<file path="src/design/rwt_pkg.sv">
`default_nettype none
package rwt_pkg;

	// Operation codes of a request.
	typedef enum logic [1:0] {
		OP_CHECK = 2'd0,
		OP_ADD   = 2'd1,
		OP_FREE  = 2'd2,
		OP_NONE  = 2'd3
	} op_t;

	// Sequencer states.
	typedef enum logic [2:0] {
		ST_IDLE,
		ST_SCAN,
		ST_DIFF,
		ST_MAG,
		ST_UPDATE,
		ST_ADD,
		ST_DONE
	} state_t;

	// Word address of the forward window limit register.
	localparam logic REG_FWD_LIMIT = 1'b0;
	localparam logic [31:0] FWD_LIMIT_RESET = 32'd32;

	localparam int unsigned KEY_BYTES = 8;
	localparam logic [3:0] KEY_BYTES_MAX = 4'd8;

	// One stored client record, without its window.
	typedef struct packed {
		logic [63:0] key;
		logic [3:0]  klen;
		logic [63:0] ctx;
		logic [3:0]  clen;
		logic [39:0] seq;
		logic [31:0] stamp;
	} rec_t;

	// Outcome of comparing one record with the request.
	typedef struct packed {
		logic hit;
		logic clear;
		logic older;
	} match_t;

	// Lengths above eight bytes count as eight.
	function automatic logic [3:0] clamp_len(input logic [3:0] len);
		clamp_len = (len > KEY_BYTES_MAX) ? KEY_BYTES_MAX : len;
	endfunction

	// Mask that keeps the first len bytes of a left-aligned byte string.
	function automatic logic [63:0] byte_mask(input logic [3:0] len);
		logic [63:0] m;
		m = '0;
		for (int b = 0; b < KEY_BYTES; b++) begin
			if (4'(b) < len) begin
				m[63 - 8*b -: 8] = 8'hFF;
			end
		end
		byte_mask = m;
	endfunction

endpackage
`default_nettype wire

</file>
<file path="src/design/replay_window_table.sv">
// Channel   | Valid      | Ready      | Payload
// ----------+------------+------------+------------------------------------------
// request   | in_valid   | in_ready   | operation, sequence_number, key_id, ...
// result    | out_valid  | out_ready  | accepted, found
// config    | psel       | pready     | paddr, pwdata (write), prdata (read)
//
// Each request scans all RECORDS records through one compare unit, one record
// per cycle behind the registered memory read. The request side is ready only
// between requests; the result register lets a new request start while the
// previous result is still waiting.
// Reset empties the table at once through the valid flip-flops.
`default_nettype none
module replay_window_table #(
	parameter int RECORDS     = 16,
	parameter int WINDOW_BITS = 32
) (
	input  wire        clk,
	input  wire        arst_n,
	input  wire        in_valid,
	output logic       in_ready,
	input  wire [1:0]  operation,
	input  wire [39:0] sequence_number,
	input  wire [63:0] key_id,
	input  wire [3:0]  key_id_length,
	input  wire [63:0] context_id,
	input  wire [3:0]  context_length,
	input  wire [31:0] now,
	output logic       out_valid,
	input  wire        out_ready,
	output logic       accepted,
	output logic       found,
	input  wire        psel,
	input  wire        penable,
	input  wire        pwrite,
	input  wire [2:0]  paddr,
	input  wire [31:0] pwdata,
	output logic [31:0] prdata,
	output logic       pready
);

	localparam int IW = (RECORDS > 1) ? $clog2(RECORDS) : 1;
	localparam int CW = $clog2(RECORDS + 1);
	localparam int SW = $clog2(WINDOW_BITS);
	localparam logic [CW-1:0] LAST = CW'(RECORDS);
	localparam logic [WINDOW_BITS-1:0] WIN_ONE = WINDOW_BITS'(1);

	rwt_pkg::state_t state_q, state_d;

	logic [31:0] limit_q;

	// Latched request, with lengths clamped and unused bytes zeroed.
	rwt_pkg::op_t op_q;
	logic [39:0]  seq_q;
	logic [63:0]  key_q;
	logic [3:0]   klen_q;
	logic [63:0]  ctx_q;
	logic [3:0]   clen_q;
	logic [31:0]  now_q;

	// Scan pipeline and accumulators.
	logic [CW-1:0]          addr_q;
	logic                   pv_s1;
	logic [IW-1:0]          pidx_s1;
	logic                   hit_q;
	logic [IW-1:0]          hit_idx_q;
	logic [39:0]            hit_seq_q;
	logic [WINDOW_BITS-1:0] hit_win_q;
	logic                   empty_seen_q;
	logic [IW-1:0]          empty_idx_q;
	logic [IW-1:0]          old_idx_q;
	logic [31:0]            old_stamp_q;
	logic                   freed_q;

	// Window arithmetic.
	logic [40:0] diff_q;
	logic [39:0] dist_q;
	logic        older_q;

	logic res_acc_q;
	logic res_found_q;
	logic out_valid_q;
	logic accepted_q;
	logic found_q;

	rwt_pkg::rec_t          rd_rec;
	logic [WINDOW_BITS-1:0] rd_win;
	logic                   rd_valid;
	rwt_pkg::match_t        m;

	logic                   wr_en;
	logic [IW-1:0]          wr_addr;
	rwt_pkg::rec_t          wr_rec;
	logic [WINDOW_BITS-1:0] wr_win;
	logic                   set_en;
	logic                   clr_en;

	logic                   scan_end;
	logic                   in_win;
	logic [SW-1:0]          sh;
	logic                   acc_c;
	logic [WINDOW_BITS-1:0] win_c;
	logic [39:0]            seq_c;
	logic                   load_out;
	logic                   in_fire;
	logic                   cfg_wr;

	rwt_store #(
		.RECORDS     (RECORDS),
		.WINDOW_BITS (WINDOW_BITS),
		.IW          (IW)
	) u_store (
		.clk        (clk),
		.arst_n     (arst_n),
		.rd_addr    (addr_q[IW-1:0]),
		.rd_rec_q   (rd_rec),
		.rd_win_q   (rd_win),
		.rd_valid_q (rd_valid),
		.wr_en      (wr_en),
		.wr_addr    (wr_addr),
		.wr_rec     (wr_rec),
		.wr_win     (wr_win),
		.set_en     (set_en),
		.clr_en     (clr_en),
		.clr_addr   (pidx_s1)
	);

	rwt_match u_match (
		.op        (op_q),
		.key       (key_q),
		.klen      (klen_q),
		.ctx       (ctx_q),
		.clen      (clen_q),
		.rec       (rd_rec),
		.rec_valid (rd_valid),
		.old_stamp (old_stamp_q),
		.m         (m)
	);

	// Configuration port.
	assign pready = 1'b1;
	assign cfg_wr = psel && penable && pwrite && pready;

	always_ff @(posedge clk or negedge arst_n) begin
		if (!arst_n) begin
			limit_q <= rwt_pkg::FWD_LIMIT_RESET;
		end else if (cfg_wr && (paddr[2] == rwt_pkg::REG_FWD_LIMIT)) begin
			limit_q <= pwdata;
		end
	end

	always_comb begin
		prdata = (paddr[2] == rwt_pkg::REG_FWD_LIMIT) ? limit_q : 32'd0;
	end

	// Check decision on the matched record.
	always_comb begin
		in_win = dist_q < 40'(WINDOW_BITS);
		sh     = dist_q[SW-1:0];
		if (older_q) begin
			acc_c = in_win && !hit_win_q[sh];
			win_c = acc_c ? (hit_win_q | (WIN_ONE << sh)) : hit_win_q;
			seq_c = hit_seq_q;
		end else begin
			acc_c = dist_q <= {8'd0, limit_q};
			win_c = acc_c ? ((in_win ? (hit_win_q << sh) : '0) | WIN_ONE) : hit_win_q;
			seq_c = acc_c ? seq_q : hit_seq_q;
		end
	end

	// Sequencer: next state and store write controls.
	always_comb begin
		state_d  = state_q;
		in_ready = 1'b0;
		wr_en    = 1'b0;
		set_en   = 1'b0;
		wr_addr  = hit_idx_q;
		wr_win   = win_c;
		wr_rec   = '{key: key_q, klen: klen_q, ctx: ctx_q, clen: clen_q,
			seq: seq_c, stamp: now_q};
		load_out = 1'b0;
		scan_end = (addr_q == LAST) && !pv_s1;
		clr_en   = pv_s1 && m.clear;
		unique case (state_q)
			rwt_pkg::ST_IDLE: begin
				in_ready = 1'b1;
				if (in_valid) begin
					state_d = rwt_pkg::ST_SCAN;
				end
			end
			rwt_pkg::ST_SCAN: begin
				if (scan_end) begin
					priority if (op_q == rwt_pkg::OP_CHECK && hit_q) begin
						state_d = rwt_pkg::ST_DIFF;
					end else if (op_q == rwt_pkg::OP_ADD) begin
						state_d = rwt_pkg::ST_ADD;
					end else begin
						state_d = rwt_pkg::ST_DONE;
					end
				end
			end
			rwt_pkg::ST_DIFF: begin
				state_d = rwt_pkg::ST_MAG;
			end
			rwt_pkg::ST_MAG: begin
				state_d = rwt_pkg::ST_UPDATE;
			end
			rwt_pkg::ST_UPDATE: begin
				wr_en   = 1'b1;
				state_d = rwt_pkg::ST_DONE;
			end
			rwt_pkg::ST_ADD: begin
				wr_en      = 1'b1;
				set_en     = 1'b1;
				wr_win     = WIN_ONE;
				wr_rec.seq = seq_q;
				priority if (hit_q) begin
					wr_addr = hit_idx_q;
				end else if (empty_seen_q) begin
					wr_addr = empty_idx_q;
				end else begin
					wr_addr = old_idx_q;
				end
				state_d = rwt_pkg::ST_DONE;
			end
			rwt_pkg::ST_DONE: begin
				if (!out_valid_q || out_ready) begin
					load_out = 1'b1;
					state_d  = rwt_pkg::ST_IDLE;
				end
			end
			default: begin
				state_d = rwt_pkg::ST_IDLE;
			end
		endcase
	end

	assign in_fire = in_valid && in_ready;

	// State and control registers.
	always_ff @(posedge clk or negedge arst_n) begin
		if (!arst_n) begin
			state_q     <= rwt_pkg::ST_IDLE;
			addr_q      <= '0;
			pv_s1       <= 1'b0;
			out_valid_q <= 1'b0;
		end else begin
			state_q <= state_d;
			if (in_fire) begin
				addr_q <= '0;
			end else if (state_q == rwt_pkg::ST_SCAN && addr_q != LAST) begin
				addr_q <= addr_q + CW'(1);
			end
			pv_s1 <= (state_q == rwt_pkg::ST_SCAN) && (addr_q != LAST);
			if (load_out) begin
				out_valid_q <= 1'b1;
			end else if (out_valid_q && out_ready) begin
				out_valid_q <= 1'b0;
			end
		end
	end

	// Request, scan and arithmetic datapath.
	always_ff @(posedge clk) begin
		pidx_s1 <= addr_q[IW-1:0];
		if (in_fire) begin
			op_q         <= rwt_pkg::op_t'(operation);
			seq_q        <= sequence_number;
			klen_q       <= rwt_pkg::clamp_len(key_id_length);
			key_q        <= key_id & rwt_pkg::byte_mask(rwt_pkg::clamp_len(key_id_length));
			clen_q       <= rwt_pkg::clamp_len(context_length);
			ctx_q        <= context_id & rwt_pkg::byte_mask(rwt_pkg::clamp_len(context_length));
			now_q        <= now;
			hit_q        <= 1'b0;
			empty_seen_q <= 1'b0;
			freed_q      <= 1'b0;
			res_acc_q    <= 1'b0;
		end
		if (pv_s1) begin
			if (m.hit && !hit_q) begin
				hit_q     <= 1'b1;
				hit_idx_q <= pidx_s1;
				hit_seq_q <= rd_rec.seq;
				hit_win_q <= rd_win;
			end
			if (!rd_valid && !empty_seen_q) begin
				empty_seen_q <= 1'b1;
				empty_idx_q  <= pidx_s1;
			end
			if (pidx_s1 == '0 || m.older) begin
				old_idx_q   <= pidx_s1;
				old_stamp_q <= rd_rec.stamp;
			end
			if (m.clear) begin
				freed_q <= 1'b1;
			end
		end
		if (state_q == rwt_pkg::ST_SCAN && scan_end) begin
			res_found_q <= (op_q == rwt_pkg::OP_FREE) ? freed_q : hit_q;
		end
		if (state_q == rwt_pkg::ST_DIFF) begin
			diff_q <= {1'b0, hit_seq_q} - {1'b0, seq_q};
		end
		if (state_q == rwt_pkg::ST_MAG) begin
			older_q <= !diff_q[40];
			dist_q  <= diff_q[40] ? (~diff_q[39:0] + 40'd1) : diff_q[39:0];
		end
		if (state_q == rwt_pkg::ST_UPDATE) begin
			res_acc_q <= acc_c;
		end
		if (load_out) begin
			accepted_q <= res_acc_q;
			found_q    <= res_found_q;
		end
	end

	assign out_valid = out_valid_q;
	assign accepted  = accepted_q;
	assign found     = found_q;

`ifndef NO_ASSERTIONS
	// The scan pipeline has drained when the sequencer leaves the scan.
	a_scan_drained: assert property (@(posedge clk) disable iff (!arst_n)
		(state_q == rwt_pkg::ST_SCAN && state_d != rwt_pkg::ST_SCAN) |-> !pv_s1)
		else $error("scan left with a record still in flight");

	// The table is written only by the update and add steps.
	a_write_state: assert property (@(posedge clk) disable iff (!arst_n)
		wr_en |-> (state_q == rwt_pkg::ST_UPDATE || state_q == rwt_pkg::ST_ADD))
		else $error("record write outside update or add");

	// A request is never taken twice in a row.
	a_one_request: assert property (@(posedge clk) disable iff (!arst_n)
		in_fire |=> !in_ready)
		else $error("request side ready right after a request");

	// Only a check on a known record can be accepted.
	a_accept_cause: assert property (@(posedge clk) disable iff (!arst_n)
		(load_out && res_acc_q) |-> (op_q == rwt_pkg::OP_CHECK && hit_q))
		else $error("accepted result without a matching check");
`endif

endmodule
`default_nettype wire

</file>
<file path="src/design/rwt_store.sv">
`default_nettype none
module rwt_store #(
	parameter int RECORDS     = 16,
	parameter int WINDOW_BITS = 32,
	parameter int IW          = 4
) (
	input  wire                     clk,
	input  wire                     arst_n,
	input  wire [IW-1:0]            rd_addr,
	output rwt_pkg::rec_t           rd_rec_q,
	output logic [WINDOW_BITS-1:0]  rd_win_q,
	output logic                    rd_valid_q,
	input  wire                     wr_en,
	input  wire [IW-1:0]            wr_addr,
	input  rwt_pkg::rec_t           wr_rec,
	input  wire [WINDOW_BITS-1:0]   wr_win,
	input  wire                     set_en,
	input  wire                     clr_en,
	input  wire [IW-1:0]            clr_addr
);

	rwt_pkg::rec_t           rec_mem [RECORDS];
	logic [WINDOW_BITS-1:0]  win_mem [RECORDS];
	logic [RECORDS-1:0]      valid_q;

	// Record memory with one write port and one registered read port.
	always_ff @(posedge clk) begin
		if (wr_en) begin
			rec_mem[wr_addr] <= wr_rec;
			win_mem[wr_addr] <= wr_win;
		end
		rd_rec_q <= rec_mem[rd_addr];
		rd_win_q <= win_mem[rd_addr];
	end

	// Valid bits live in flip-flops so that reset empties the table at once.
	always_ff @(posedge clk or negedge arst_n) begin
		if (!arst_n) begin
			valid_q    <= '0;
			rd_valid_q <= 1'b0;
		end else begin
			if (clr_en) begin
				valid_q[clr_addr] <= 1'b0;
			end
			if (set_en) begin
				valid_q[wr_addr] <= 1'b1;
			end
			rd_valid_q <= valid_q[rd_addr];
		end
	end

endmodule
`default_nettype wire

</file>
<file path="src/design/rwt_match.sv">
`default_nettype none
module rwt_match (
	input  rwt_pkg::op_t    op,
	input  wire [63:0]      key,
	input  wire [3:0]       klen,
	input  wire [63:0]      ctx,
	input  wire [3:0]       clen,
	input  rwt_pkg::rec_t   rec,
	input  wire             rec_valid,
	input  wire [31:0]      old_stamp,
	output rwt_pkg::match_t m
);

	logic key_eq;
	logic ctx_eq;

	// Comparison of one record against the request: key and context for a hit, key only for a free, stamp for age.
	always_comb begin
		key_eq  = (rec.klen == klen) && (rec.key == key);
		ctx_eq  = (rec.clen == clen) && (rec.ctx == ctx);
		m.hit   = ((op == rwt_pkg::OP_CHECK) || (op == rwt_pkg::OP_ADD)) && rec_valid &&
			(klen != 4'd0) && key_eq && ctx_eq;
		m.clear = (op == rwt_pkg::OP_FREE) && rec_valid && key_eq;
		m.older = rec.stamp < old_stamp;
	end

endmodule
`default_nettype wire

</file>
<file path="config.mk">
export PLATFORM = sky130hd
export DESIGN_NAME = replay_window_table
export DESIGN_NICKNAME = d
export VERILOG_FILES = /design/src/design/rwt_pkg.sv /design/src/design/replay_window_table.sv /design/src/design/rwt_store.sv /design/src/design/rwt_match.sv
export SDC_FILE = /design/constraint.sdc
export NUM_CORES = 2
export LEC_CHECK = 0
export BUFFER_PORTS_ARGS = -buffer_cell sky130_fd_sc_hd__clkbuf_2
export CELL_PAD_IN_SITES_DETAIL_PLACEMENT = 0
export CELL_PAD_IN_SITES_GLOBAL_PLACEMENT = 1
export CORE_MARGIN = 4
export CORE_UTILIZATION = 35
export DETAILED_ROUTE_END_ITERATION = 12
export PLACE_DENSITY_LB_ADDON = 0.12
export SETUP_SLACK_MARGIN = 0.3
export SYNTH_ARGS = -nofsm -noshare
export SYNTH_HDL_FRONTEND = slang
export SYNTH_SLANG_ARGS = --single-unit
</file>
<file path="constraint.sdc">
create_clock -name clk -period 22.8 [get_ports clk]
set_clock_uncertainty 0.2 [all_clocks]
set_input_delay 3.42 -clock clk [delete_from_list [all_inputs] [get_ports clk]]
set_output_delay 3.42 -clock clk [all_outputs]
set_load 0.01 [all_outputs]
</file>
==> impl_metrics.py <==
metrics = {
    "outcome": {
        "run_status": "finished clean",
    },
    "power": {
        "ir_worst_vdd_v": 0.0000725,
        "leakage_power_nw": 63.1,
        "power_density_nw_per_um2": 114,
    },
    "floorplan": {
        "die_width_um": 713,
        "effective_utilization_at_floorplan_pct": 35.2,
        "die_height_um": 713,
        "core_um2": 495000,
        "die_area_um2": 509000,
        "pin_count": 289,
        "row_count": 258,
    },
    "synth": {
        "post_synthesis_instance_area_um2": 174000,
        "synth_ff_type": "sky130_fd_sc_hd__edfxtp_1",
        "post_synth_edffs": 4252,
        "yosys_register_bits": 4558,
        "synthDistinctLibCells": 78,
        "ys_warn_count": 0,
        "synth_largest_area_cell": "sky130_fd_sc_hd__edfxtp_1",
        "post_synth_fa_ha_maj_area_fraction_pct": 0.774,
        "async_reset_ff_share_pct": 1.29,
        "postSynthNetCount": 8134,
        "synthDominantCellAreaShare_pct": 73.4,
        "synth_area_leaders": "sky130_fd_sc_hd__edfxtp_1 73%, sky130_fd_sc_hd__mux4_2 16%, sky130_fd_sc_hd__dfxtp_1 2.8%",
        "dominant_combinational_cell_family_by_area_after_synthesis": "multiplexers",
        "instance_count_of_the_mapped_netlist": 7775,
        "synth-xor-area-share_pct": 1.01,
        "sequential_share_of_the_synthesized_area_pct": 77.0,
        "syn_area_per_cell_um2": 22.4,
        "synthesized_area_fraction_occupied_by_ao_oa_aoi_and_oai_cells_pct": 1.44,
        "synth_simple_gate_area_share_pct": 2.10,
        "yosys-mux-area-fraction_pct": 16.6,
    },
    "timing": {
        "slew_headroom_pct": 22.8,
        "setup_repair_after_global_routing_missed_its_margin": "false",
        "fmax_mhz": 125,
        "timing.final.crit_share_pct": 35.0,
        "tightest_slew_ns": 1.13,
        "slew_violations": 0,
        "final.setup.tns_ns": 0,
        "report.final.hold_viol_count": 0,
        "finalSetupViolCount": 0,
        "final.setup.worst_slack_ns": 14.81,
        "timing.final.crit_period_ns": 7.99,
    },
    "critical_path": {
        "critPathRequiredTime_ns": 19.18,
        "crit_arrival_ns": 4.37,
        "worstPathMaxFanout": 33,
        "kind_of_launch_point_of_the_worst_setup_path": "input pin",
        "critical_path_class": "in -> out",
        "critPathCaptureType": "output pin",
    },
    "global_route": {
        "globalRouteTotalUtil_pct": 17.8,
        "grt_first_pass_wirelength_um": 655000,
        "vias_in_the_first_global_route": 86423,
        "grt_remaining_overflow": 0,
        "maximum_number_of_pins_on_one_net_before_global_route_repair": 119,
        "antenna_found_initial": 23,
    },
    "detailed_routing": {
        "ant_nets": 0,
        "dr.pass1.iters": 6,
        "detail_route.drc_violations": 0,
        "wire_per_inst_um": 29.7,
        "dr.first_iter.drc_count": 6851,
        "wl_final_um": 459000,
        "avgViaCountPerCell": 5.23,
        "vias": 80739,
    },
    "finish": {
        "nNetsFinal": 8750,
        "drive_above_1_share_pct": 28.9,
        "final_core_utilization_pct": 40.5,
        "non_filler_cells_final": 15447,
        "synthToLayoutAreaGrowth_pct": 15.1,
    },
    "placed_design": {
        "dp_slack_ns": 14.71,
        "place.detailed.hpwl_um": 243000,
        "place.gp.congestion": 0.757,
        "io_buffers": 285,
        "placedCellCount": 14536,
    },
    "clock_network": {
        "cts_tree": "built",
        "cts.root.buffer_cell": "sky130_fd_sc_hd__clkbuf_16",
        "worst_setup_hold_path_clk_slew_ns": 0.06,
        "ctsResizeCount": 0,
        "cts_max_path_buffers": 4,
        "worst_skew_pair.late_latency_ns": 1.06,
        "ctsHtreeMaxLevel": 5,
        "cts_buffers": 483,
        "cts_num_sinks": 4558,
        "cts.hold.buffers_added": 0,
        "post-cts-setup-buffer-count": 0,
    },
    "flow_run": {
        "max_cap_viol_count": 0,
    },
    "min_path": {
        "timing.hold.worst.class": "reg -> reg",
    },
}
layout by cell type, fill, tap and decap left out, types with 106 or more instances in the layout:
master,n
sky130_fd_sc_hd__nand2_1,123
sky130_fd_sc_hd__buf_4,171
sky130_fd_sc_hd__dfxtp_1,247
sky130_fd_sc_hd__nor2_1,136
sky130_fd_sc_hd__clkbuf_2,284
sky130_fd_sc_hd__inv_1,131
sky130_fd_sc_hd__edfxtp_1,4252
sky130_fd_sc_hd__clkbuf_16,486
sky130_fd_sc_hd__mux4_2,1214
sky130_fd_sc_hd__xnor2_1,112
sky130_fd_sc_hd__nor2b_1,134
sky130_fd_sc_hd__clkbuf_1,145
sky130_fd_sc_hd__ha_1,106
cell type report:
cell class              instances  area [um^2]
fillers                     43652       294000
flip-flops and latches       4558       134000
multi-input cells            2738        38300
clock buffers                 689        13500
well taps                    6630         8300
repair buffers                477         3150
clock inverters               221         2500
inverters                     133          507
diodes                          1         2.50
synth_stat cells (all sizes together), types with 5 or more instances:
master,n
edfxtp,4252
mux4,1214
dfxtp,247
clkbuf,234
nor2,145
nor2b,134
inv,133
nand2,123
buf,112
xnor2,112
ha,106
o21ai,96
a21oi,92
mux2,89
xor2,88
dfrtp,58
mux2i,52
nor3,52
nor4,45
a21o,42
nand4,42
and2,41
a211oi,40
nand3,26
nand2b,18
o21a,14
o31ai,13
a31oi,12
or3,11
and3,10
o21bai,10
or2,10
a22o,9
o22ai,8
or4,8
nor3b,7
o211ai,7
a311oi,6
o41ai,6
a2111oi,5
nand4b,5
o311a,5
o31a,5
power breakdown:
| part | internal [mW] | switching [mW] | total [mW] |
|---|---|---|---|
| sequential | 10.2 | 0.522 | 10.7 |
| combinational | 2.07 | 2.30 | 4.36 |
| clock | 4.57 | 3.27 | 7.84 |
| total | 16.8 | 6.09 | 22.9 |
stage by stage:
stage,total power [mW],cell area (um^2),hold WS (ns)
CTS,23.3,200000,0.203
finish,22.9,200000,0.201
floorplan,13.9,174000,0.145
global route,24.0,200000,0.203
global placement,15.3,184000,0.189
detailed placement,15.4,184000,0.189
sequential cells by signal, summed over array words and instances, names as in the netlist, 5 cells and up:
signal / count
old_stamp_q: 32
u_store.win_mem: 512
u_store.rd_rec_q: 208
u_store.rd_win_q: 32
ctx_q: 64
hit_seq_q: 40
now_q: 32
diff_q: 41
limit_q: 32
dist_q: 40
u_store.rec_mem: 3328
key_q: 64
addr_q: 5
seq_q: 40
u_store.valid_q: 16
hit_win_q: 32
logic make-up after synthesis:
logic type / after synthesis
muxes: 1355
other: 1
DFF: 4558
and+or+nand+nor: 689
AOI/OAI and AO/OA: 386
buffers and inverters: 479
xor gates and xnor gates: 200
adders and majority gates: 107
worst max-delay path, stage by stage:
cell,delay (ns)
sky130_fd_sc_hd__clkbuf_2,0.44
sky130_fd_sc_hd__nor2_1,0.30
sky130_fd_sc_hd__clkbuf_2,0.18
metal layers:
metal	global-route usage, %	up-vias	wire length (um)
met2	29.8	1674	225000
met5	0	-	13
met1	25.3	44729	209000
met4	3.25	2	8070
li1	-	33798	-
met3	2.26	536	17300
path summary, 6_finish.rpt:
| check | end | startpoint | cells past startpoint | slack, ns |
|---|---|---|---|---|
| max reg2reg | u_store.rec_mem[14][110] | state_q[0] | 12 | 15.51 |
| max in group asynchronous | addr_q[2] | arst_n | 1 | 19.37 |
| min reg2reg | hit_seq_q[15] | u_store.rd_rec_q[47] | 0 | 0.20 |
| min in group asynchronous | addr_q[0] | arst_n | 1 | 2.30 |
| max | prdata[3] | paddr[2] | 3 | 14.81 |
| min | hit_seq_q[15] | u_store.rd_rec_q[47] | 0 | 0.20 |
Power figures use the tool's default switching activity.
